### src/sv/g3f_pkg.sv
// ----------------------------------------------------------------------------
// g3f_pkg: shared types and constants of the 3x3 gray filter
// Register map, command codes, gray weights, reciprocal constants, bundles.
// ----------------------------------------------------------------------------
package g3f_pkg;

  // APB register port
  localparam int unsigned APB_AW = 4;
  localparam int unsigned APB_DW = 32;

  localparam logic [1:0] REG_MODE   = 2'd0;
  localparam logic [1:0] REG_WIDTH  = 2'd1;
  localparam logic [1:0] REG_HEIGHT = 2'd2;

  localparam logic [11:0] RESET_WIDTH  = 12'd640;
  localparam logic [15:0] RESET_HEIGHT = 16'd480;
  localparam int unsigned MIN_WIDTH    = 3;

  // request command codes
  localparam logic CMD_PIXEL = 1'b0;

  // Q0.16 luma weights, sum is 65536
  localparam logic [15:0] GRAY_W_R = 16'd19595;
  localparam logic [15:0] GRAY_W_G = 16'd38470;
  localparam logic [15:0] GRAY_W_B = 16'd7471;

  // ceil(2^16/9) and ceil(2^16/10): exact for sums up to 2295
  localparam logic [12:0] MEAN_RECIP  = 13'd7282;
  localparam logic [12:0] TENTH_RECIP = 13'd6554;
  localparam int unsigned RECIP_SHIFT = 16;

  localparam int unsigned WIN_CENTER = 4;

  typedef struct packed {
    logic        mode;
    logic [11:0] width;
    logic [15:0] height;
  } cfg_t;

  typedef struct packed {
    logic        border;
    logic        last;
    logic [15:0] row;
    logic [10:0] col;
  } meta_t;

  typedef struct packed {
    logic  use_pix;
    logic  emit;
    meta_t meta;
  } pix_ctl_t;

  // 3x3 window, index row*3+col, col 2 is the newest column
  typedef logic [8:0][7:0] win_t;

endpackage

### src/sv/g3f_regs.sv
// ----------------------------------------------------------------------------
// g3f_regs: APB configuration registers
// Mode, width and height; write strobe goes to the geometry sequencer.
// ----------------------------------------------------------------------------
module g3f_regs (
  input  logic                         clk,
  input  logic                         rst_n,
  input  logic                         psel,
  input  logic                         penable,
  input  logic                         pwrite,
  input  logic [g3f_pkg::APB_AW-1:0]   paddr,
  input  logic [g3f_pkg::APB_DW-1:0]   pwdata,
  output logic [g3f_pkg::APB_DW-1:0]   prdata,
  output logic                         pready,
  output g3f_pkg::cfg_t                cfg,
  output logic                         cfg_wr
);

  logic        mode_r;
  logic [11:0] width_r;
  logic [15:0] height_r;
  logic [1:0]  reg_sel;

  assign reg_sel = paddr[3:2];
  assign pready  = 1'b1;
  assign cfg_wr  = psel & penable & pwrite & pready;

  always_ff @(posedge clk) begin
    if (!rst_n) begin
      mode_r   <= 1'b0;
      width_r  <= g3f_pkg::RESET_WIDTH;
      height_r <= g3f_pkg::RESET_HEIGHT;
    end else if (cfg_wr) begin
      case (reg_sel)
        g3f_pkg::REG_MODE:   mode_r   <= pwdata[0];
        g3f_pkg::REG_WIDTH:  width_r  <= pwdata[11:0];
        g3f_pkg::REG_HEIGHT: height_r <= pwdata[15:0];
        default: ;
      endcase
    end
  end

  always_comb begin
    case (reg_sel)
      g3f_pkg::REG_MODE:   prdata = {31'd0, mode_r};
      g3f_pkg::REG_WIDTH:  prdata = {20'd0, width_r};
      g3f_pkg::REG_HEIGHT: prdata = {16'd0, height_r};
      default:             prdata = '0;
    endcase
  end

  assign cfg.mode   = mode_r;
  assign cfg.width  = width_r;
  assign cfg.height = height_r;

endmodule

### config.mk
export PLATFORM = sky130hd
export DESIGN_NAME = g3f_regs
export DESIGN_NICKNAME = d
export VERILOG_FILES = /design/src/sv/g3f_pkg.sv /design/src/sv/g3f_regs.sv
export SDC_FILE = /design/constraint.sdc
export NUM_CORES = 1
export LEC_CHECK = 0
export ABC_AREA = 1
export BUFFER_PORTS_ARGS = -buffer_cell sky130_fd_sc_hd__buf_2
export CORE_ASPECT_RATIO = 1.5
export CORE_MARGIN = 3
export CORE_UTILIZATION = 45
export DETAILED_ROUTE_END_ITERATION = 12
export PLACE_DENSITY_LB_ADDON = 0.25
export SYNTH_ARGS = -nofsm -noshare
export SYNTH_HDL_FRONTEND = slang
export SYNTH_SLANG_ARGS = --single-unit
### constraint.sdc
create_clock -name clk -period 1.2 [get_ports clk]
set_input_delay 0 -clock clk [delete_from_list [all_inputs] [get_ports clk]]
set_output_delay 0 -clock clk [all_outputs]
set_load 0.02 [all_outputs]
Word-level counts from Yosys, hierarchy flattened:

Cells that the tools add are included.

* reduce and logical (&&, ||, !) cells: 4
* bitwise operators: 2
* equal/unequal tests: 2
* muxes and demuxes: 1

Operators with widths (count)
* one-hot mux 16 bit (3 select lines): 1
* AND reduction 2 bit: 3
* bitwise AND 1 bit: 2
* equality test 2 x 1 -> 1 bit (second input constant): 1
* equality test 2 bit (second input constant): 1
* zero test 2 bit: 1

* output and inout port bits: 63
* input bits: 41
* word-level logic and storage cells: 12
* flip-flop bits (word level): 29

Logic depth before layout (Yosys ltp):

* depth in word-level cells: 3
* depth in mapped cells: 6
* mapped depth without buffers: 5

Worst setup path after synthesis:

OpenSTA, ideal clock, no wires.

* path type: reg2out
* from: register height_r[12]
* to: output prdata[12] (netlist name)
* path buffers: 0
* arrival time: 0.798 ns
* data required time: 1.200 ns
* stages on the path, launching flop included: 3
* setup slack: 0.402 ns
* cell sequence: dfxtp_1 > inv_1 > nor2_1

* cells in the longest elaborated chain, start to end: 1

Ends and longest elaborated chain
* start, declared: line g3f_regs.sv:21 `logic [15:0] height_r;`
* start signal, assigned: line g3f_regs.sv:32 `height_r <= g3f_pkg::RESET_HEIGHT;`
* start signal, assigned: line g3f_regs.sv:37 `g3f_pkg::REG_HEIGHT: height_r <= pwdata[15:0];`
* one-hot mux 16 bit (3 select lines): line g3f_regs.sv:44 `case (reg_sel)`
* end, declared: line g3f_regs.sv:13 `output logic [g3f_pkg::APB_DW-1:0] prdata,`

Every way passes these cells.

Worst setup path in the final report:

* from: register width_r[0]
* to: output prdata[0] (netlist name)

* cells in the longest elaborated chain, start to end: 1

Ends and longest elaborated chain
* start, declared: line g3f_regs.sv:20 `logic [11:0] width_r;`
* start signal, assigned: line g3f_regs.sv:31 `width_r <= g3f_pkg::RESET_WIDTH;`
* start signal, assigned: line g3f_regs.sv:36 `g3f_pkg::REG_WIDTH: width_r <= pwdata[11:0];`
* one-hot mux 16 bit (3 select lines): line g3f_regs.sv:44

Every way passes these cells.

==> out/metrics.cfg <==
[power]
pwr-share-seq=0.445
p_int_mw=1.62
finalPower_mw=2.24
switching_share=0.277
pwr-share-comb=0.163
p_clk_frac=0.392
p_leak_nw=1.17
ir_worst_vdd_mv=0.887
netSwitchingPower_uw=621
p_per_area_nw_per_um2=1100

[timing]
min_period_ps=944
worst_pin_slew_ps=523
holdWs_ps=29.6
max_freq_mhz=1060
clock-skew-final_ps=0
fin_crit_sh=0.787
rsz0062_at_grt=no
setup_viol=0
tns_ps=0
relSlewSlack=0.651
hold_violations=0
setup_ws_ps=256
drv_slew=0

[critical_path]
crit_start=width_r[0]$_SDFFE_PN0P_
worstPathArrival_ps=940
required_ps=1200
worstSetupEndpointType=output port
cp_max_fo=3
cp_slowest_stage_delay_ps=370
path_class=flop to output port
critical-path-top-delay-family=flip-flops
crit_slowest_cell=dfxtp_1
r2r-start=width_r[2]$_SDFFE_PN0P_
worstSetupStartpointType=flop
crit_path_cell_trace=nand2_1 > nand3_1 > buf_2
cp_num_buf_inv=1

[synthesis]
yosys-top-cells-area=dfxtp_1 37%, nand2_1 18%, nor2_1 12%
ys_seq_elements=29
synth_seq_area_share=0.367
yosysTopAreaCell=dfxtp_1
ys_warn_count=0
avgSynthCellArea_um2=6.47
synth_top_cell_area_share=0.367
yosysUniqueCellTypes=18
synth_cells=245
synth_area_um2=1580

[layout]
fin_util=0.627
final_layout_size_suffix_gt1_frac=0.288
fin_nets=359
finalNonFillerCells=359
syn_to_final_growth_pct=28.8
diodes=0
stdcell_area_um2=2040

[detailed_routing]
vias=1586
wl_per_cell_um=10.2
drc=0
first_pass_iters=4
ant_nets=0
drt_wl_total_um=3650
avgViaCountPerCell=4.42
drtIter0Drc=46

[placed_design]
dp_cells=346
place_hpwl_um=2650
place_congestion=0.731
post-place-ws_ps=305
dpl_cell_area_um2=1890
io_buffers=68

[die]
core_um2=3250
die_w_um=54.4
floorplan.initialDensity=0.487
dieHeight_um=78.7
die_area_um2=4280
ios=104
row_count=25

[global_route]
gr-total-overflow=0
grt_antenna_before_repair=0
grt_max_degree=30
track_usage=0.194
grt_pass1_wl_um=6250
grt_pass1_vias=1502

[cts]
cts_setup_buffers=0
clk_latency_ps=280
cts_buffer_depth=2
root_buffer=clkbuf_8
cts_buffers=5
clk_pin_slew_worst_paths_ps=60
cts_tree=done
htreeDepth=2
cts_sinks=29

[hold_path]
hp-class=input pin to flop
hold_start=pwdata[15]

[status]
outcome=finished clean

[run]
drv_cap=0

==> power by group through the flow <==
stage	Clock, mW	Combinational [mW]	Sequential [mW]
after global routing	0.940	0.411	1.00
after detailed placement	0	0.354	1.02
after floorplan	0	0.259	1.04
final	0.880	0.365	0.999
after global placement	0	0.353	1.02
after CTS	0.906	0.367	0.999
==> area by class of cell <==
class	instances	area, µm²
well taps	40	50.0
clock buffers	7	96.3
flip-flops and latches	29	581
clock inverters	1	5.00
multi-input cells	180	769
inverters	22	82.6
fillers	322	1210
repair buffers	80	455
==> Yosys cell counts <==
| cell type | number |
|---|---|
| nor2_2 | 1 |
| buf_1 | 1 |
| dfxtp_1 | 29 |
| buf_2 | 4 |
| inv_1 | 20 |
| nand2_4 | 1 |
| nand2_1 | 75 |
| clkbuf_1 | 1 |
| nand3_2 | 1 |
| nor2_4 | 3 |
| nor2_8 | 1 |
| nand3_1 | 30 |
| a21oi_1 | 1 |
| buf_4 | 21 |
| inv_2 | 2 |
| conb_1 | 2 |
| buf_6 | 2 |
| nor2_1 | 50 |
==> logic make-up after synthesis <==
| group | synth area share |
|---|---|
| AND/OR/NAND/NOR | 0.442 |
| buffers and inverters | 0.183 |
| flip-flops | 0.367 |
| other | 0.00474 |
| AO/OA/AOI/OAI | 0.00316 |
==> sequential cells by signal (all words and copies together), names as in the netlist <==
name      cells
width_r      12
height_r     16
mode_r        1
==> placed cells by master (no fill, tap or decap), types with 3 or more instances in the layout <==
cell / synthesis / final
dfxtp_1: 29 / 29
nor2_4: 3 / 3
dlygate4sd3_1: 0 / 5
nand3_1: 30 / 30
nand2_1: 75 / 75
conb_1: 2 / 17
nor2_1: 50 / 50
inv_1: 20 / 20
buf_2: 4 / 68
buf_4: 21 / 6
clkbuf_8: 0 / 7
==> path summary, 6_finish.rpt <==
| path | slack, ps | depth (start not counted) | end |
|---|---|---|---|
| min | 30 | 5 | height_r[15]$_SDFFE_PN0P_ |
| max reg2reg | 600 | 2 | width_r[2]$_SDFFE_PN0P_ |
| min reg2reg | 480 | 2 | height_r[6]$_SDFFE_PN1P_ |
| max | 260 | 3 | prdata[0] |
==> routing by layer <==
metal / routed length [µm] / global-route usage / share of wire / vias up
li1: - / - / - / 845
met1: 1450 / 0.205 / 0.40 / 666
met2: 1850 / 0.345 / 0.51 / 67
met4: 69 / 0.0723 / 0.019 / 0
met3: 283 / 0.0550 / 0.077 / 8
met5: 0 / 0 / 0 / -
==> tightest hold or removal path, cell delays in order <==
cell	delay, ps
buf_2	70
inv_1	30
nand3_1	60
nand2_1	40
nor2_1	70
==> timing repair <==
action / CTS / global route
hold endpoints to repair: 6 / 0
hold buffers: 5 / 0
setup endpoints to repair: 0 / 0
resized for setup: 0 / 0
No activity file was read; power rests on OpenSTA's default activity.
