`src/sv/g3f_pkg.sv`:
```
// ----------------------------------------------------------------------------
// g3f_pkg: shared types and constants of the 3x3 gray filter
// Register map, command codes, gray weights, reciprocal constants, bundles.
// ----------------------------------------------------------------------------
package g3f_pkg;

  // APB register port
  localparam int unsigned APB_AW = 4;
  localparam int unsigned APB_DW = 32;

  localparam logic [1:0] REG_MODE   = 2'd0;
  localparam logic [1:0] REG_WIDTH  = 2'd1;
  localparam logic [1:0] REG_HEIGHT = 2'd2;

  localparam logic [11:0] RESET_WIDTH  = 12'd640;
  localparam logic [15:0] RESET_HEIGHT = 16'd480;
  localparam int unsigned MIN_WIDTH    = 3;

  // request command codes
  localparam logic CMD_PIXEL = 1'b0;

  // Q0.16 luma weights, sum is 65536
  localparam logic [15:0] GRAY_W_R = 16'd19595;
  localparam logic [15:0] GRAY_W_G = 16'd38470;
  localparam logic [15:0] GRAY_W_B = 16'd7471;

  // ceil(2^16/9) and ceil(2^16/10): exact for sums up to 2295
  localparam logic [12:0] MEAN_RECIP  = 13'd7282;
  localparam logic [12:0] TENTH_RECIP = 13'd6554;
  localparam int unsigned RECIP_SHIFT = 16;

  localparam int unsigned WIN_CENTER = 4;

  typedef struct packed {
    logic        mode;
    logic [11:0] width;
    logic [15:0] height;
  } cfg_t;

  typedef struct packed {
    logic        border;
    logic        last;
    logic [15:0] row;
    logic [10:0] col;
  } meta_t;

  typedef struct packed {
    logic  use_pix;
    logic  emit;
    meta_t meta;
  } pix_ctl_t;

  // 3x3 window, index row*3+col, col 2 is the newest column
  typedef logic [8:0][7:0] win_t;

endpackage

```
`src/sv/g3f_ctrl.sv`:
```
// ----------------------------------------------------------------------------
// g3f_ctrl: raster position counters and geometry sequencer
// Tracks input and output positions; after reset or a register write it
// rebuilds the derived geometry, including a bit-serial p / W divide.
// ----------------------------------------------------------------------------
module g3f_ctrl #(
  parameter int unsigned MAX_WIDTH = 2048
) (
  input  logic                          clk,
  input  logic                          rst_n,
  input  g3f_pkg::cfg_t                 cfg,
  input  logic                          cfg_wr,
  input  logic                          accept,
  input  logic                          cmd,
  output logic                          busy,
  output logic                          item_go,
  output g3f_pkg::pix_ctl_t             ctl,
  output logic [$clog2(MAX_WIDTH)-1:0]  idx
);

  localparam int unsigned WW    = $clog2(MAX_WIDTH + 1);
  localparam int unsigned CW    = $clog2(MAX_WIDTH);
  localparam int unsigned KW    = WW + 16;
  localparam int unsigned CNT_W = $clog2(KW);

  typedef enum logic [2:0] {RC_IDLE, RC_LATCH, RC_MULT, RC_SUM, RC_DIV} rc_state_t;

  rc_state_t        state_r, state_nxt;
  logic [WW-1:0]    w_r, w_nxt;
  logic [15:0]      h_r, h_nxt;
  logic [KW-1:0]    total_r, total_nxt;
  logic [KW-1:0]    rowprod_r, rowprod_nxt;
  logic [KW-1:0]    k_r, k_nxt;
  logic [KW-1:0]    p_r, p_nxt;
  logic [KW-1:0]    orow_r, orow_nxt;
  logic [KW-1:0]    quo_r, quo_nxt;
  logic [WW-1:0]    rem_r, rem_nxt;
  logic [CNT_W-1:0] cnt_r, cnt_nxt;
  logic [CW-1:0]    col_r, col_nxt;
  logic [CW-1:0]    ocol_r, ocol_nxt;
  logic [15:0]      row_r, row_nxt;

  logic          in_img, is_pix, emit, last, border, col_wrap, ocol_wrap, row_sat;
  logic [WW:0]   rem_sh;
  logic          rem_ge;

  // position-derived flags for the request being taken
  assign in_img    = k_r < total_r;
  assign is_pix    = cmd == g3f_pkg::CMD_PIXEL;
  assign emit      = k_r > KW'(w_r);
  assign last      = p_r >= total_r - KW'(1);
  assign col_wrap  = WW'(col_r) >= w_r - WW'(1);
  assign ocol_wrap = WW'(ocol_r) >= w_r - WW'(1);
  assign row_sat   = row_r == 16'hFFFF;
  assign border    = (orow_r == '0) || (orow_r >= KW'(h_r) - KW'(1)) ||
                     (ocol_r == '0) || ocol_wrap;

  // drain before the image is complete is swallowed
  assign item_go = accept && !(!is_pix && in_img);
  assign busy    = state_r != RC_IDLE;

  assign ctl.use_pix     = is_pix && in_img;
  assign ctl.emit        = emit;
  assign ctl.meta.border = border;
  assign ctl.meta.last   = last;
  assign ctl.meta.row    = orow_r[15:0];
  assign ctl.meta.col    = 11'(ocol_r);
  assign idx             = col_r;

  // restoring divide step
  assign rem_sh = {rem_r, quo_r[KW-1]};
  assign rem_ge = rem_sh >= {1'b0, w_r};

  always_comb begin
    state_nxt   = state_r;
    w_nxt       = w_r;
    h_nxt       = h_r;
    total_nxt   = total_r;
    rowprod_nxt = rowprod_r;
    k_nxt       = k_r;
    p_nxt       = p_r;
    orow_nxt    = orow_r;
    quo_nxt     = quo_r;
    rem_nxt     = rem_r;
    cnt_nxt     = cnt_r;
    col_nxt     = col_r;
    ocol_nxt    = ocol_r;
    row_nxt     = row_r;

    case (state_r)
      RC_IDLE: begin
        if (item_go) begin
          if (col_wrap) begin
            col_nxt = '0;
            row_nxt = row_sat ? row_r : row_r + 16'd1;
            // k = row*W + col, so row*W = k - col
            k_nxt   = k_r - KW'(col_r) + (row_sat ? '0 : KW'(w_r));
          end else begin
            col_nxt = col_r + CW'(1);
            k_nxt   = k_r + KW'(1);
          end
          if (emit) begin
            if (last) begin
              col_nxt  = '0;
              row_nxt  = '0;
              k_nxt    = '0;
              p_nxt    = '0;
              orow_nxt = '0;
              ocol_nxt = '0;
            end else begin
              p_nxt = p_r + KW'(1);
              if (ocol_wrap) begin
                ocol_nxt = '0;
                orow_nxt = orow_r + KW'(1);
              end else begin
                ocol_nxt = ocol_r + CW'(1);
              end
            end
          end
        end
      end
      RC_LATCH: begin
        if (32'(cfg.width) > MAX_WIDTH) begin
          w_nxt = WW'(MAX_WIDTH);
        end else if (cfg.width < 12'(g3f_pkg::MIN_WIDTH)) begin
          w_nxt = WW'(g3f_pkg::MIN_WIDTH);
        end else begin
          w_nxt = WW'(cfg.width);
        end
        h_nxt     = (cfg.height == 16'd0) ? 16'd1 : cfg.height;
        state_nxt = RC_MULT;
      end
      RC_MULT: begin
        total_nxt   = KW'(w_r) * KW'(h_r);
        rowprod_nxt = KW'(row_r) * KW'(w_r);
        state_nxt   = RC_SUM;
      end
      RC_SUM: begin
        k_nxt     = rowprod_r + KW'(col_r);
        quo_nxt   = p_r;
        rem_nxt   = '0;
        cnt_nxt   = '0;
        state_nxt = RC_DIV;
      end
      RC_DIV: begin
        rem_nxt = rem_ge ? WW'(rem_sh - {1'b0, w_r}) : WW'(rem_sh);
        quo_nxt = {quo_r[KW-2:0], rem_ge};
        cnt_nxt = cnt_r + CNT_W'(1);
        if (cnt_r == CNT_W'(KW - 1)) begin
          orow_nxt  = quo_nxt;
          ocol_nxt  = CW'(rem_nxt);
          state_nxt = RC_IDLE;
        end
      end
      default: state_nxt = RC_LATCH;
    endcase

    if (cfg_wr) begin
      state_nxt = RC_LATCH;
    end
  end

  always_ff @(posedge clk) begin
    if (!rst_n) begin
      state_r <= RC_LATCH;
      col_r   <= '0;
      row_r   <= '0;
      k_r     <= '0;
      p_r     <= '0;
      orow_r  <= '0;
      ocol_r  <= '0;
    end else begin
      state_r <= state_nxt;
      col_r   <= col_nxt;
      row_r   <= row_nxt;
      k_r     <= k_nxt;
      p_r     <= p_nxt;
      orow_r  <= orow_nxt;
      ocol_r  <= ocol_nxt;
    end
  end

  always_ff @(posedge clk) begin
    w_r       <= w_nxt;
    h_r       <= h_nxt;
    total_r   <= total_nxt;
    rowprod_r <= rowprod_nxt;
    quo_r     <= quo_nxt;
    rem_r     <= rem_nxt;
    cnt_r     <= cnt_nxt;
  end

  a_no_take_while_busy: assert property (@(posedge clk) disable iff (!rst_n)
    (state_r != RC_IDLE) |-> !accept)
    else $error("request taken during geometry rebuild");

  a_ocol_in_row: assert property (@(posedge clk) disable iff (!rst_n)
    (state_r == RC_IDLE) |-> (WW'(ocol_r) < w_r))
    else $error("output column outside row width");

  a_last_rewinds: assert property (@(posedge clk) disable iff (!rst_n)
    (item_go && emit && last) |=> (k_r == '0 && p_r == '0 && col_r == '0))
    else $error("counters not rewound after last pixel");

endmodule

```
`config.mk`:
```
export PLATFORM = sky130hd
export DESIGN_NAME = g3f_ctrl
export DESIGN_NICKNAME = d
export VERILOG_FILES = /design/src/sv/g3f_pkg.sv /design/src/sv/g3f_ctrl.sv
export SDC_FILE = /design/constraint.sdc
export NUM_CORES = 2
export LEC_CHECK = 0
export BUFFER_PORTS_ARGS = -buffer_cell sky130_fd_sc_hd__buf_4
export CAP_MARGIN = 20
export CELL_PAD_IN_SITES_DETAIL_PLACEMENT = 1
export CELL_PAD_IN_SITES_GLOBAL_PLACEMENT = 1
export CORE_MARGIN = 10
export CORE_UTILIZATION = 51
export CTS_CLUSTER_DIAMETER = 200
export DETAILED_ROUTE_END_ITERATION = 7
export PLACE_DENSITY_LB_ADDON = 0.15
export RECOVER_POWER = 50
export SYNTH_ARGS = -nofsm -noshare
export SYNTH_HDL_FRONTEND = slang
export SYNTH_SLANG_ARGS = --single-unit
```
`constraint.sdc`:
```
create_clock -name clk -period 9.7 [get_ports clk]
set_input_delay 0.485 -clock clk [delete_from_list [all_inputs] [get_ports clk]]
set_output_delay 0.485 -clock clk [all_outputs]
set_load 0.01 [all_outputs]
```
======== Yosys cells after proc, flatten, opt, wreduce, memory -nomap -nowiden ========
Cells that the tools add are included.
storage, ports and cells
  register bits after elaboration ......... 254
  input bits .............................. 34
  output and inout bits ................... 44
  word-level logic and storage cells ...... 109
cells by class
  $add $sub $neg .......................... 14
  multiply operators ...................... 2
  order comparisons ....................... 9
  eq/ne operators ......................... 10
  multiplexer cells ....................... 33
  bitwise logic cells ..................... 3
  reduce and logical (&&, ||, !) cells .... 23
operators with widths
  cell                     count
  $mux W28                 10
  $pmux W28 S2             3
  $mux W11                 8
  $add A28 B1 Y28 const B  3
  $mux W16                 4
  $ge A28 B28 Y1           2
  $mux W12                 3
  $add A28 B11 Y28         1
  $add A28 B12 Y28         1
  $gt A28 B12 Y1           1
  $logic_not A28 Y1        1
  $lt A28 B28 Y1           1
  $mul A12 B16 Y28         1
  $mul A16 B12 Y28         1
  $sub A28 B1 Y28 const B  1
  $sub A28 B11 Y28         1
  $ge A11 B12 Y1           2
  $pmux W12 S2             1
  $add A11 B1 Y11 const B  2
  $pmux W11 S2             1
  $sub A16 B1 Y17 const B  1
  $add A16 B1 Y16 const B  1
  $eq A16 B16 Y1 const B   1
  $logic_not A16 Y1        1
  other kinds (28)         42

======== Longest topological paths before layout ========
  depth in word-level cells ............... 8
  gate-level depth with buffers ........... 23
  gate-level depth less buffers ........... 21

======== Worst setup path after synthesis ========
Ideal clock, no wire load.
  path kind ............................... register to register
  start point ............................. register w_r[8]
  end point ............................... register total_r[24], data pin
  arrival time ............................ 5,611 ps
  data required time ...................... 9,566 ps
  path slack .............................. 3,954 ps
  stages on the path, launching flop included .. 21
  buffers on the path ..................... 2
  period minus slack after synthesis ...... 5,746 ps
  path through ............................ edfxtp_1 clkbuf_1 clkbuf_1 nand2_1 fa_1 inv_1 fa_1 fa_1 fa_1 inv_1 fa_1 inv_1 ha_1 a21o_1 a21oi_1 o31ai_1 or3_1 o31ai_1 o21ai_0 or4_1 nand3_1
between the ends
  cells in the longest elaborated chain, start to end .. 1
RTL lines
  item                    RTL line         source
  start, declared         g3f_ctrl.sv:29   logic [WW-1:0] w_r, w_nxt;
  start signal, assigned  g3f_ctrl.sv:184  w_r <= w_nxt;
  $mul A12 B16 Y28        g3f_ctrl.sv:134  total_nxt = KW'(w_r) * KW'(h_r);
  end signal, assigned    g3f_ctrl.sv:186  total_r <= total_nxt;
  end, declared           g3f_ctrl.sv:31   logic [KW-1:0] total_r, total_nxt;
No other way between the ends.
A chain may end at the register's enable or synchronous reset.

======== Final worst setup path ========
  start point ............................. register w_r[0]
  end point ............................... register rowprod_r[27], data pin
between the ends
  cells in the longest elaborated chain, start to end .. 1
RTL lines
  item                  RTL line         source
  $mul A16 B12 Y28      g3f_ctrl.sv:135  rowprod_nxt = KW'(row_r) * KW'(w_r);
  end signal, assigned  g3f_ctrl.sv:187  rowprod_r <= rowprod_nxt;
  end, declared         g3f_ctrl.sv:32   logic [KW-1:0] rowprod_r, rowprod_nxt;
No other way between the ends.

==> flow_summary_export.csv <==
group,metric,value,unit
drt,drt-pass1-iter-count,5,
placed_design,dp_hpwl,78900,um
drt,num_vias,26700,
drt,drc_errors,0,
min_path,hp-class,"in -> reg",
floorplanning,dieArea,0.0715,mm^2
layout,diodes,0,
floorplanning,die_y,267,um
drt,post_drt_wl_per_cell,23.4,um
clock_tree,cts_tree,"built",
power_and_ir_drop,power_leakage,15.0,nW
worst_setup_path,critPathSlowestCell,"clkbuf_1",
clock_tree,clk_path_buf_depth,3,
power_and_ir_drop,p_int,3.46,mW
power_and_ir_drop,power_density,186,mW/mm^2
timing,slew_headroom,-115,%
timing,rsz0062_at_grt,"false",
global_route,antenna_found_initial,1,
power_and_ir_drop,sw_frac_of_total,43.9,%
clock_tree,root_buffer,"clkbuf_16",
run_status,violations,"capacitance limit, slew limit",
placed_design,preCtsSetupSlack,2890,ps
yosys,synth_fp_nets,4295,
power_and_ir_drop,vdd.ir_drop.worst,0.264,mV
floorplanning,io-pin-count,78,
yosys,ys_top_cells_by_count,"inv_1 (520), nand2_1 (475), ha_1 (338)",
floorplanning,die_w,267,um
yosys,ys_seq_elements,254,
worst_setup_path,cp.arrival,7550,ps
power_and_ir_drop,clkPwrFrac,22.0,%
placed_design,routabilityCongestion,0.930,
timing,timing.final.crit_share,74.7,%
yosys,syn_area,0.0312,mm^2
layout,drive_above_1_share,4.45,%
clock_tree,clock_latency,580,ps
yosys,synthCells,3630,
placed_design,placed_cells,4332,
timing,slew_viol_final,275,
power_and_ir_drop,pwr-share-comb,54.3,%
clock_tree,ctsHoldBuffers,0,
timing,worst_pin_slew,3230,ps
yosys,synth-main-ff-cell,"edfxtp_1",
placed_design,dpl-instance-area,0.0322,mm^2
drt,drt_iter0_drc,1793,
worst_setup_path,crit_fanout,20,
floorplanning,coreArea,0.0605,mm^2
yosys,synth_cell_types,99,
timing,fmax,138,MHz
power_and_ir_drop,netSwitchingPower,2.71,mW
clock_tree,cts.repair.resized,0,
global_route,grt_max_degree,59,
clock_tree,numCtsBuffers,35,
layout,stdcell_area,0.0331,mm^2
worst_setup_path,path_class,"reg -> reg",
global_route,grtUsageMet3,4.81,%
layout,final_util,54.8,%
clock_tree,cts_sinks,254,
drt,ant_nets,0,
worst_setup_path,cp-end-kind,"register",
yosys,ys.warnings.count,0,
timing,fin_ws,2450,ps
global_route,grt_util_met2,50.2,%
timing,hold_violations,0,
flow_run,max-cap-violations,6,
global_route,grt_pass1_wl,163000,um
placed_design,portBuffers,76,
yosys,synth.most_common_cell,"inv_1",
global_route,grt.busiest_layer,"met2",
global_route,met1_usage,35.5,%
yosys,synth_top_area_share,18.8,%
timing,whs,131,ps
power_and_ir_drop,total_power,6.17,mW
clock_tree,clk_pin_slew_worst_paths,60,ps
global_route,overflow,0,
yosys,yosysSeqAreaShare,20.4,%
layout,area_growth_syn_to_layout,6.09,%
timing,fin_setup_tns,0,ps
power_and_ir_drop,seqPwrFrac,23.7,%
floorplanning,initial_utilization,51.6,%
worst_setup_path,cpPeakStageDelay,1070,ps
clock_tree,cts.htree.levels,2,
worst_setup_path,critPathLaunchType,"register",
yosys,synth_edf_count,129,
yosys,synthArstFlopShare,0,%
timing,fin_crit,7250,ps
timing,finalSetupViolCount,0,
floorplanning,rows,90,
worst_setup_path,crit_path_cell_trace,"clkbuf_1 -> inv_1 -> nor2_1 -> fa_1 -> ha_1 -> ha_1 -> inv_1 -> fa_1 -> inv_1 -> ha_1 -> a211oi_1 -> o21ai_0 -> a31oi_1 -> o31a_1 -> o21ai_0 -> a2111oi_0 -> o21bai_1 -> a21oi_1 -> xnor2_1",
timing,finalClockSkew,26.2,ps
drt,routed_wl,103000,um
layout,n_fill_cell,7159,
layout,fin_cells,4397,
yosys,synth_top_area_cell,"fa_1",
worst_setup_path,required,10000,ps
global_route,track_usage,29.0,%
worst_setup_path,worst-path-buf-inv,4,
yosys,synthTopCellsByArea,"fa_1 (19%), ha_1 (14%), edfxtp_1 (12%)",
worst_setup_path,crit_family,"compound AO/OA/AOI/OAI gates",
global_route,grt_pass1_vias,29700,
layout,final_nets,4253,
clock_tree,post_cts_buffers,0,
yosys,avgSynthCellArea,8.60,um^2
run_status,status,"finished with violations",
drt,vias_per_cell,6.07,
## state kept, by name (all words and copies together) (netlist names), 12 cells and up
register / count
k_r: 28
orow_r: 28
p_r: 28
quo_r: 28
rowprod_r: 28
total_r: 28
h_r: 16
row_r: 16
rem_r: 12
w_r: 12
## per-layer routing
metal  vias to the layer above  wire length, um
met2                       778            50100
met5                         -                0
met1                     13700            42600
li1                      12000                -
met4                         0             3990
met3                       212             6340
## worst reg2reg max path, delay by kind of cell (launching register included)
family / cells / cell delay (ps)
AOI/OAI and AO/OA: 8 / 2050
adders and majority gates: 5 / 2000
buffers and inverters: 4 / 1730
DFF: 1 / 890
and+or+nand+nor: 1 / 240
xor gates and xnor gates: 1 / 90
## power by group through the flow
stage / registers [mW] / clock network [mW] / logic, mW
CTS: 1.46 / 1.37 / 3.36
detailed placement: 1.48 / 0 / 3.31
finish: 1.46 / 1.36 / 3.35
floorplan: 1.39 / 0 / 2.51
global route: 1.47 / 1.41 / 3.79
global placement: 1.47 / 0 / 3.13
## cell type report
type,instances,area (um^2),share of cell area [%]
Sequential cell,254,6380,19.3
Inverter,523,1960,5.93
Clock inverter,19,226,0.684
Clock buffer,45,943,2.85
Tap cell,782,978,2.96
Timing Repair Buffer,106,589,1.78
Multi-Input combinational cell,2668,22000,66.5
## logic make-up after synthesis
family                   synth area share [%]
AND/OR/NAND/NOR                          18.9
multiplexers                            0.429
adder cells (fa/ha/maj)                  32.3
AO/OA/AOI/OAI                            12.9
XOR/XNOR                                 5.95
buffers and inverters                    9.04
flip-flops                               20.4
## worst paths after layout
kind,from,endpoint,slack (ps),depth (start not counted)
setup reg to reg,w_r[0]$_SDFFCE_PP0P_,rowprod_r[27]$_DFFE_PP_,2450,19
hold reg to reg,orow_r[26]$_SDFFE_PN0P_,orow_r[26]$_SDFFE_PN0P_,530,2
setup / recovery,w_r[0]$_SDFFCE_PP0P_,rowprod_r[27]$_DFFE_PP_,2450,19
hold / removal,cfg[10],h_r[10]$_SDFFCE_PN0P_,130,1
## placed cells by master (no fill, tap or decap), drive strengths merged, types with 40 or more instances in the layout
| master | n |
|---|---|
| and2 | 131 |
| and3 | 40 |
| xor2 | 41 |
| a21o | 56 |
| nor3 | 66 |
| edfxtp | 129 |
| fa | 293 |
| ha | 338 |
| nor2 | 209 |
| nand2 | 477 |
| nand4 | 53 |
| o21ai | 126 |
| inv | 527 |
| nand3 | 84 |
| nor4 | 41 |
| xnor2 | 171 |
| dfxtp | 125 |
| buf | 44 |
| a21oi | 156 |
| clkbuf | 107 |
Power figures use the tool's default switching activity.
