### config.mk
export PLATFORM = sky130hd
export DESIGN_NAME = g3f_kernel_flat
export DESIGN_NICKNAME = d
export VERILOG_FILES = /design/src/sv/g3f_pkg.sv /design/src/sv/g3f_out_if.sv /design/src/sv/g3f_kernel.sv /design/src/flat_wrapper.sv
export SDC_FILE = /design/constraint.sdc
export NUM_CORES = 1
export LEC_CHECK = 0
export ABC_CLOCK_PERIOD_IN_PS = 6850
export BUFFER_PORTS_ARGS = -buffer_cell sky130_fd_sc_hd__clkbuf_2
export CELL_PAD_IN_SITES_DETAIL_PLACEMENT = 0
export CELL_PAD_IN_SITES_GLOBAL_PLACEMENT = 1
export CORE_ASPECT_RATIO = 0.75
export CORE_MARGIN = 2
export CORE_UTILIZATION = 41
export CTS_BUF_LIST = sky130_fd_sc_hd__clkbuf_4 sky130_fd_sc_hd__clkbuf_8
export DETAILED_ROUTE_END_ITERATION = 8
export GPL_ROUTABILITY_DRIVEN = 0
export PLACE_DENSITY = 0.72
export SYNTH_ARGS = -nofsm -noshare
export SYNTH_HDL_FRONTEND = slang
export SYNTH_SLANG_ARGS = --single-unit
### constraint.sdc
create_clock -name clk -period 6.85 [get_ports clk]
set_clock_uncertainty 0.1 [all_clocks]
set_input_delay 1.0275 -clock clk [delete_from_list [all_inputs] [get_ports clk]]
set_output_delay 1.0275 -clock clk [all_outputs]
set_load 0.005 [all_outputs]
### src/sv/g3f_pkg.sv
// ----------------------------------------------------------------------------
// g3f_pkg: shared types and constants of the 3x3 gray filter
// Register map, command codes, gray weights, reciprocal constants, bundles.
// ----------------------------------------------------------------------------
package g3f_pkg;

  // APB register port
  localparam int unsigned APB_AW = 4;
  localparam int unsigned APB_DW = 32;

  localparam logic [1:0] REG_MODE   = 2'd0;
  localparam logic [1:0] REG_WIDTH  = 2'd1;
  localparam logic [1:0] REG_HEIGHT = 2'd2;

  localparam logic [11:0] RESET_WIDTH  = 12'd640;
  localparam logic [15:0] RESET_HEIGHT = 16'd480;
  localparam int unsigned MIN_WIDTH    = 3;

  // request command codes
  localparam logic CMD_PIXEL = 1'b0;

  // Q0.16 luma weights, sum is 65536
  localparam logic [15:0] GRAY_W_R = 16'd19595;
  localparam logic [15:0] GRAY_W_G = 16'd38470;
  localparam logic [15:0] GRAY_W_B = 16'd7471;

  // ceil(2^16/9) and ceil(2^16/10): exact for sums up to 2295
  localparam logic [12:0] MEAN_RECIP  = 13'd7282;
  localparam logic [12:0] TENTH_RECIP = 13'd6554;
  localparam int unsigned RECIP_SHIFT = 16;

  localparam int unsigned WIN_CENTER = 4;

  typedef struct packed {
    logic        mode;
    logic [11:0] width;
    logic [15:0] height;
  } cfg_t;

  typedef struct packed {
    logic        border;
    logic        last;
    logic [15:0] row;
    logic [10:0] col;
  } meta_t;

  typedef struct packed {
    logic  use_pix;
    logic  emit;
    meta_t meta;
  } pix_ctl_t;

  // 3x3 window, index row*3+col, col 2 is the newest column
  typedef logic [8:0][7:0] win_t;

endpackage

### src/sv/g3f_out_if.sv
// ----------------------------------------------------------------------------
// g3f_out_if: filtered pixel channel
// Valid/ready handshake carrying gray value and its image position.
// ----------------------------------------------------------------------------
interface g3f_out_if;
  logic        valid;
  logic        ready;
  logic [7:0]  gray_out;
  logic [15:0] out_row;
  logic [10:0] out_col;
  logic        out_last;

  modport source (output valid, gray_out, out_row, out_col, out_last, input ready);
  modport sink   (input valid, gray_out, out_row, out_col, out_last, output ready);
endinterface

### src/sv/g3f_kernel.sv
// ----------------------------------------------------------------------------
// g3f_kernel: window arithmetic and output register
// Stage 3 sums the window, stage 4 divides by reciprocal and selects.
// ----------------------------------------------------------------------------
module g3f_kernel (
  input  logic              clk,
  input  logic              rst_n,
  input  logic              mode,
  input  logic              v2,
  input  g3f_pkg::meta_t    meta2,
  input  g3f_pkg::win_t     win,
  output logic              s2_take,
  g3f_out_if.source         out_ch
);

  logic           v3_r, out_valid_r;
  logic [11:0]    sum_r, alap_r;
  logic [7:0]     c_r;
  g3f_pkg::meta_t meta3_r;
  logic [7:0]     gray_r;
  logic [15:0]    row_r;
  logic [10:0]    col_r;
  logic           last_r;

  logic           en3, en4;
  logic [11:0]    sum9, nine_c, alap;
  logic [7:0]     c;
  logic [24:0]    mean_prod, tenth_prod;
  logic [8:0]     sharp;
  logic [7:0]     sharp_sat, result;

  assign en4     = !out_valid_r || out_ch.ready;
  assign en3     = !v3_r || en4;
  assign s2_take = en3;

  always_comb begin
    sum9 = '0;
    for (int i = 0; i < 9; i++) begin
      sum9 = sum9 + 12'(win[i]);
    end
  end

  assign c      = win[g3f_pkg::WIN_CENTER];
  assign nine_c = {1'b0, c, 3'b000} + 12'(c);
  // |sum of neighbours - 8*centre|
  assign alap   = (sum9 >= nine_c) ? (sum9 - nine_c) : (nine_c - sum9);

  assign mean_prod  = 25'(sum_r) * 25'(g3f_pkg::MEAN_RECIP);
  assign tenth_prod = 25'(alap_r) * 25'(g3f_pkg::TENTH_RECIP);
  assign sharp      = 9'(c_r) + 9'(tenth_prod[g3f_pkg::RECIP_SHIFT +: 8]);
  assign sharp_sat  = sharp[8] ? 8'hFF : sharp[7:0];

  always_comb begin
    if (meta3_r.border) begin
      result = c_r;
    end else if (mode) begin
      result = sharp_sat;
    end else begin
      result = mean_prod[g3f_pkg::RECIP_SHIFT +: 8];
    end
  end

  always_ff @(posedge clk) begin
    if (!rst_n) begin
      v3_r        <= 1'b0;
      out_valid_r <= 1'b0;
    end else begin
      if (en3) v3_r <= v2;
      if (en4) out_valid_r <= v3_r;
    end
  end

  always_ff @(posedge clk) begin
    if (en3 && v2) begin
      sum_r   <= sum9;
      alap_r  <= alap;
      c_r     <= c;
      meta3_r <= meta2;
    end
    if (en4 && v3_r) begin
      gray_r <= result;
      row_r  <= meta3_r.row;
      col_r  <= meta3_r.col;
      last_r <= meta3_r.last;
    end
  end

  assign out_ch.valid    = out_valid_r;
  assign out_ch.gray_out = gray_r;
  assign out_ch.out_row  = row_r;
  assign out_ch.out_col  = col_r;
  assign out_ch.out_last = last_r;

  a_s3_holds: assert property (@(posedge clk) disable iff (!rst_n)
    (v3_r && !en4) |=> (v3_r && $stable(sum_r) && $stable(alap_r)))
    else $error("stalled sum stage changed");

endmodule

### src/flat_wrapper.sv
// flat-port wrapper written by rule: the top's interface ports become plain ports
module g3f_kernel_flat 
  (clk, rst_n, mode, v2, meta2, win, s2_take, out_ch_valid, out_ch_gray_out, out_ch_out_row, out_ch_out_col, out_ch_out_last, out_ch_ready);
  g3f_out_if out_ch_i ();
  input  logic clk;
  input  logic rst_n;
  input  logic mode;
  input  logic v2;
  input  g3f_pkg::meta_t meta2;
  input  g3f_pkg::win_t win;
  output logic s2_take;
  output wire logic [$bits(out_ch_i.valid)-1:0] out_ch_valid;
  output wire logic [$bits(out_ch_i.gray_out)-1:0] out_ch_gray_out;
  output wire logic [$bits(out_ch_i.out_row)-1:0] out_ch_out_row;
  output wire logic [$bits(out_ch_i.out_col)-1:0] out_ch_out_col;
  output wire logic [$bits(out_ch_i.out_last)-1:0] out_ch_out_last;
  input wire logic [$bits(out_ch_i.ready)-1:0] out_ch_ready;
  assign out_ch_valid = out_ch_i.valid;
  assign out_ch_gray_out = out_ch_i.gray_out;
  assign out_ch_out_row = out_ch_i.out_row;
  assign out_ch_out_col = out_ch_i.out_col;
  assign out_ch_out_last = out_ch_i.out_last;
  assign out_ch_i.ready = out_ch_ready;
  g3f_kernel u_core (.clk(clk), .rst_n(rst_n), .mode(mode), .v2(v2), .meta2(meta2), .win(win), .s2_take(s2_take), .out_ch(out_ch_i));
endmodule
=== Yosys cells after proc, flatten, opt, wreduce, memory -nomap -nowiden ===
Index checks and enable logic that the tools add are counted.
W data, S select, Z words.

* Register bits: 99
* Output and inout bits: 38
* Bits of input ports: 106

* Add/sub/neg operators: 12
* Order comparisons: 1
* Multipliers: 2
* Mux-type cells: 4
* Reduce and logical (&&, ||, !) cells: 6

{| class="wikitable"
|+ Operators with widths
! cell !! count
|-
| $add A12 B8 Y12 || 7
|-
| $mul A12 B12 Y23 const B || 2
|-
| $mux W8 || 3
|-
| $sub A12 B12 Y12 || 2
|-
| $add A8 B8 Y9 || 2
|-
| $add A11 B8 Y12 || 1
|-
| $ge A12 B12 Y1 || 1
|-
| $mux W12 || 1
|-
| $logic_and A1 B1 Y1 || 2
|-
| $logic_not A1 Y1 || 2
|-
| $logic_or A1 B1 Y1 || 2
|}

=== Longest topological paths before layout ===
Gate-level depths: netlist of run 1.

* Word-level depth: 10
* Depth in mapped cells: 30
* Depth with buffers taken out: 29

=== Worst setup path after synthesis of run 1 ===
No wires, ideal clock.

* Path type: input to register
* Start: in win[1] (netlist bit)
* End: reg u_core.alap_r[10] (data pin)
* Arrival: 6.962 ns
* Library setup time: 0.262 ns
* Setup slack: -0.474 ns
* Buffers on the path: 2
* Required time: 6.488 ns
* Stages: 29
* Cells stage by stage: ha_1 -> a21o_1 -> a21oi_1 -> nor2b_1 -> o21ai_0 -> nand2b_1 -> xor2_1 -> fa_1 -> inv_1 -> fa_1 -> fa_1 -> inv_1 -> fa_1 -> ha_1 -> nor2b_1 -> o21a_1 -> or4_1 -> o311ai_1 -> xor2_1 -> ha_1 -> buf_2 -> a211o_1 -> a211oi_2 -> a22oi_2 -> a21o_1 -> buf_6 -> o211ai_1 -> o31ai_1 -> xnor2_1

* Cells in the longest elaborated chain, start to end: 10

{| class="wikitable"
|+ RTL lines
! item !! line !! RTL
|-
| start: declaration || flat_wrapper.sv:10 || <nowiki>input g3f_pkg::win_t win;</nowiki>
|-
| $add A8 B8 Y9 (*) || g3f_kernel.sv:39 || <nowiki>sum9 = sum9 + 12'(win[i]);</nowiki>
|-
| $add A12 B8 Y12 (*) (7 in series) || g3f_kernel.sv:39 ||
|-
| $sub A12 B12 Y12 / $ge A12 B12 Y1 (equally long branches) || g3f_kernel.sv:46 || <nowiki>assign alap = (sum9 >= nine_c) ? (sum9 - nine_c) : (nine_c - sum9);</nowiki>
|-
| $mux W12 (*) || g3f_kernel.sv:46 ||
|-
| named net u_core.alap[10] || g3f_kernel.sv:26 || <nowiki>logic [11:0] sum9, nine_c, alap;</nowiki>
|-
| end signal: assignment || g3f_kernel.sv:76 || <nowiki>alap_r <= alap;</nowiki>
|-
| end: declaration || g3f_kernel.sv:17 || <nowiki>logic [11:0] sum_r, alap_r;</nowiki>
|}

The timed path passes the listed nets; every way through them passes the cells marked *.
A chain may end at the register's enable or synchronous reset.

=== Worst setup path after layout of run 1 ===
* Start: in win[0] (netlist bit)
* End: reg u_core.alap_r[8] (data pin)

The elaborated chain is that of the path after synthesis.

==> results.cfg, run 1 <==
[critical_path]
r2r_start = u_core.alap_r[6]
required_ps = 6900
cp-start-kind = input port
critPathKind = in -> reg
cpLargestDelayFamily = adder cells
r2r-end = u_core.out_ch.gray_out[0]
reg2reg_depth = 24
ff2ff_setup_slack_ps = 320
critPathBufInv = 5
critPathMaxFanout = 5
worstPathArrival_ps = 7110
cpMostUsedCell = fa_1
cp_slowest_cell = fa_1
critPathMaxStageDelay_ps = 540
cp-end-kind = flop

[sta]
finalCritPeriodShare_pct = 103
maxSlewViolCount = 0
hold_viol = 0
holdWs_ps = 329
fin_ws_ps = -203
tns_ps = -1710
min_period_ps = 7050
max_freq_mhz = 142
setup_violations = 11
slew_headroom_pct = 23.7
rsz0062_at_grt = yes
tightestPinTransition_ps = 1140

[synthesis]
synth_area_leaders = edfxtp_1 26%, ha_1 23%, fa_1 22%
synth.avg_cell_area_um2 = 10.9
syn_nets = 1445
synth_warnings = 0
synth_cell_types = 58
async_flop_share_pct = 0
yosysSeqAreaShare_pct = 26.6
ys_ff_latch = 99
synth_edf_count = 97
synth_commonest_cells = 226 x inv_1, 203 x ha_1, 120 x fa_1
yosysTopAreaCellShare_pct = 26.3
yosys.area.top_type = edfxtp_1
syn_inst = 1016
syn_area_um2 = 11100
synth.most_common_cell = inv_1
synthFlopType = edfxtp_1

[detailed_routing]
drt-wirelength-per-cell_um = 14.6
wl_met3_um = 976
drt-initial-drc-count = 299
vias_per_cell = 4.78
drc = 0
wl_um = 23200
wl_met2_um = 9650
vias = 7593
m1WireLength_um = 12400
top_layer = met4
antenna_left = 0
dr.pass1.iters = 4

[min_path]
holdPathEnd = u_core.out_ch.out_col[8]
min_path_type = reg -> reg
min_path_cells = 0
hp-start = u_core.meta3_r[8]

[clocking]
cts_max_path_buffers = 2
insertion_delay_ps = 400
clock_sinks = 99
cts_tree = built
clk_pin_slew_worst_paths_ps = 110
numCtsBuffers = 9
h-tree-depth = 3
cts_root_buf = clkbuf_8

[run]
drv_cap = 0

[global_route]
grt-ovfl-total = 0
grt_pass1_wl_um = 38700
grt_usage_pct = 17.0
grt_pass1_vias = 7759
grt_max_degree = 44
antenna_found_initial = 0

[final_layout]
diodes = 0
syn2layout_area_growth_pct = 19.2
final_nets = 1662
postLayoutCoreUtil_pct = 49.3
drive_gt1_share_pct = 22.5
postLayoutCellArea_um2 = 13200

[outcome]
violations = setup timing
outcome = finished, violations left

[floorplan]
initial_core_util_pct = 41.4
design.core.area_um2 = 26800
io_pins = 144
dieHeight_um = 146
die_area_um2 = 28400
die_w_um = 194
rows = 52

[placement]
placed_area_um2 = 12800
portBuffers = 143
hpwl_um = 20100
what timing repair did:
item | CTS | global route
hold buffers | 0 | 0
cloned | 0 | 1
endpoints found under the setup margin | 11 | 19
setup buffers | 2 | 10
pin swaps | 2 | 21
gates resized for setup | 2 | 31
routing by layer:
metal	up-vias	track usage, %
met5	-	0
met4	0	2.46
met2	132	25.1
met3	12	3.70
li1	3849	-
met1	3600	26.1
kinds of logic (layout without fill, tap and decap cells):
| group | Yosys count | in the layout | share of synthesized area, % |
|---|---|---|---|
| and+or+nand+nor | 119 | 119 | 5.36 |
| buffers and inverters | 235 | 457 | 8.08 |
| AOI/OAI and AO/OA | 175 | 175 | 10.1 |
| adders and majority gates | 323 | 323 | 44.6 |
| DFF | 99 | 99 | 26.6 |
| muxes | 10 | 10 | 0.925 |
| xor gates and xnor gates | 55 | 55 | 4.34 |
worst max path at each step:
stage               slack, ps  cells past startpoint                end   start
finish                   -200                     29   u_core.alap_r[8]  win[0]
global placement         -470                     30   u_core.alap_r[5]  win[0]
detailed placement       -580                     30   u_core.alap_r[8]  win[0]
floorplan                -210                     30  u_core.alap_r[10]  win[0]
global route             -410                     31   u_core.alap_r[8]  win[0]
CTS                      -130                     29   u_core.alap_r[8]  win[0]
flip-flops by register name, indices dropped and copies added, names as in the netlist:
| register | flops |
|---|---|
| u_core.alap_r | 12 |
| u_core.c_r | 8 |
| u_core.meta3_r | 29 |
| u_core.out_ch.gray_out | 8 |
| u_core.out_ch.out_col | 11 |
| u_core.out_ch.out_last | 1 |
| u_core.out_ch.out_row | 16 |
| u_core.out_ch.valid | 1 |
| u_core.sum_r | 12 |
| u_core.v3_r | 1 |
final cells by class:
| type | instances | area (µm²) |
|---|---|---|
| Fill cell | 2508 | 13600 |
| Multi-Input combinational cell | 682 | 7460 |
| Sequential cell | 99 | 2950 |
| Timing Repair Buffer | 215 | 1310 |
| Inverter | 226 | 848 |
| Tap cell | 351 | 439 |
| Clock buffer | 9 | 124 |
| Clock inverter | 7 | 91.3 |
stage by stage:
stage	std cells	setup WS (ps)
after global placement	1561	-471
after CTS	1579	-127
final	1589	-203
after global routing	1589	-412
after floorplan	1016	-214
after detailed placement	1561	-579
placed cells by master, fill, tap and decap left out, types with 4 or more instances in the layout:
cell type  synthesis  final
a21o_1            20     19
fa_1             120    119
inv_2              0      5
and2_1             5      4
o21ai_0           33     30
xor2_1            23     21
a211oi_1           6      4
nor3_1             8      8
o211ai_1          10     10
buf_4              0     70
clkbuf_8           0      9
nor2b_1           12     10
mux2i_1            8      6
edfxtp_1          97     97
o21a_1             7      7
nand4_1            7      7
o31ai_1            4      4
nand3_1           14     14
ha_4               0      7
nand2_1           31     31
nor2_1            23     22
o21bai_1           9      9
nand2b_1           5      5
o22ai_1            4      4
clkbuf_2           1    140
ha_1             203    195
a21oi_1           56     53
xnor2_1           32     31
inv_1            226    221
Power of run 1 is not shown: default switching activity piles up to over one toggle a cycle in this logic, so the estimate is an artifact.
==> run 2, diff against run 1 <==
Settings changed: PLACE_DENSITY 0.72 to default, PLACE_DENSITY_LB_ADDON from default to 0.1.
==> results.cfg, run 2 (synthesized netlist as in run 1, its figures left out) <==
[critical_path]
cpMostUsedCell = fa_1
critPathMaxStageDelay_ps = 540
critPathMaxFanout = 5
cpLargestDelayFamily = adder cells
ff2ff_setup_slack_ps = 380
cp-end-kind = flop
cp_slowest_cell = fa_1
required_ps = 6910
cp-start-kind = input port
critPathKind = in -> reg
critPathBufInv = 5
worstPathArrival_ps = 7040
r2r-end = u_core.out_ch.gray_out[5]
reg2reg_depth = 21
r2r_start = u_core.alap_r[6]

[sta]
maxSlewViolCount = 0
fin_ws_ps = -130
tightestPinTransition_ps = 1120
min_period_ps = 6980
max_freq_mhz = 143
slew_headroom_pct = 25.2
finalCritPeriodShare_pct = 102
setup_violations = 10
rsz0062_at_grt = yes
hold_viol = 0

[clocking]
cts_max_path_buffers = 2
hold_buffers = 0
clock_sinks = 99
h-tree-depth = 3
insertion_delay_ps = 390
cts_tree = built
cts_root_buf = clkbuf_8
numCtsBuffers = 9
clk_pin_slew_worst_paths_ps = 120

[detailed_routing]
antenna_left = 0
drc = 0
drt-initial-drc-count = 313
vias = 7568
drt-wirelength-per-cell_um = 14.7
vias_per_cell = 4.77
wl_um = 23400
dr.pass1.iters = 4

[global_route]
grt-ovfl-total = 0
grt_pass1_wl_um = 39300
grt_max_degree = 37
grt_pass1_vias = 7905
grt_usage_pct = 17.4
antenna_found_initial = 0

[placement]
portBuffers = 143
hpwl_um = 20300
placed_area_um2 = 12800

[final_layout]
mostFrequentLayoutCells = 224 x inv_1, 194 x ha_1, 141 x clkbuf_2
postLayoutCoreUtil_pct = 49.2
syn2layout_area_growth_pct = 18.9
final.fill_count = 2541
top_register = u_core.meta3_r
multi_input_area_um2 = 7440
regArea_um2 = 2950
largest_register_ffs = 29
diodes = 0
drive_gt1_share_pct = 21.9
final_common_cell = inv_1
postLayoutCellArea_um2 = 13200
final_nets = 1659

[floorplan]
design.core.area_um2 = 26800
die_area_um2 = 28400
initial_core_util_pct = 41.4
die_w_um = 194
dieHeight_um = 146
rows = 52
io_pins = 144

[min_path]
min_path_cells = 0
hp-start = u_core.meta3_r[21]
holdPathEnd = u_core.out_ch.out_row[10]
min_path_type = reg -> reg

[outcome]
outcome = finished, violations left
violations = setup timing

[run]
drv_cap = 0
[run 2: cell types whose count changed in the layout (fill, tap and decap cells not counted), moves of 2 or more]
cell | before | now
inv_2 | 5 | 2
a211oi_2 | 3 | 1
a211oi_1 | 4 | 6
buf_4 | 70 | 67
clkinv_8 | 3 | 0
buf_6 | 3 | 1
inv_1 | 221 | 224
inv_6 | 2 | 0
inv_8 | 0 | 4
[run 2: cell type report]
type | count | share of cell area (%)
Tap cell | 351 | 3.33
Sequential cell | 99 | 22.4
Multi-Input combinational cell | 682 | 56.4
Clock buffer | 9 | 0.940
Timing Repair Buffer | 212 | 9.71
Inverter | 226 | 6.44
Clock inverter | 7 | 0.759
[run 2: worst max-delay path by stage]
stage | end | slack, ps | cells after the start | from
2_1_floorplan | u_core.alap_r[10] | -210 | 30 | win[0]
3_5_place_dp | u_core.alap_r[5] | -560 | 30 | win[0]
4_1_cts | u_core.alap_r[8] | -100 | 29 | win[8]
6_report | u_core.alap_r[3] | -130 | 29 | win[0]
3_3_place_gp | u_core.alap_r[5] | -480 | 30 | win[0]
5_1_grt | u_core.alap_r[8] | -420 | 29 | win[0]
[run 2: repair_timing]
| action | CTS | global route |
|---|---|---|
| endpoints found under the hold margin | 0 | 0 |
| pin swaps | 5 | 23 |
| setup buffers | 1 | 8 |
| resized for setup | 3 | 20 |
| gates cloned | 0 | 1 |
| endpoints found under the setup margin | 11 | 19 |
[run 2: worst reg2reg max path, stage by stage, from the launching register on]
cell	delay, ps
edfxtp_1	510
ha_1	380
inv_1	70
fa_1	510
fa_1	530
fa_1	540
inv_1	50
fa_1	480
ha_1	350
a21oi_1	150
o21ai_0	110
a21o_1	200
a21oi_1	170
xnor2_1	120
ha_1	230
fa_1	430
a211oi_1	260
o21bai_1	130
a211oi_1	310
o21ai_2	180
o31ai_2	300
a211oi_1	80
[run 2: per-layer routing]
metal / track usage [%] / vias to the layer above / wire length (µm) / part of all wire (%)
met1: 26.0 / 3587 / 12400 / 53
li1: - / 3855 / - / -
met3: 3.21 / 11 / 857 / 3.7
met4: 2.27 / 0 / 116 / 0.50
met5: 0 / - / 0 / 0
met2: 27.0 / 115 / 9970 / 43
[run 2: metrics by stage]
stage	hold WS [ps]	worst slack [ps]	TNS (ps)	cells
global route	337	-424	-4290	1586
detailed placement	305	-557	-5760	1561
finish	325	-130	-1080	1586
CTS	326	-102	-645	1578
floorplan	300	-214	-1800	1016
global placement	300	-479	-4820	1561
Power of run 2 is left out for the same reason.
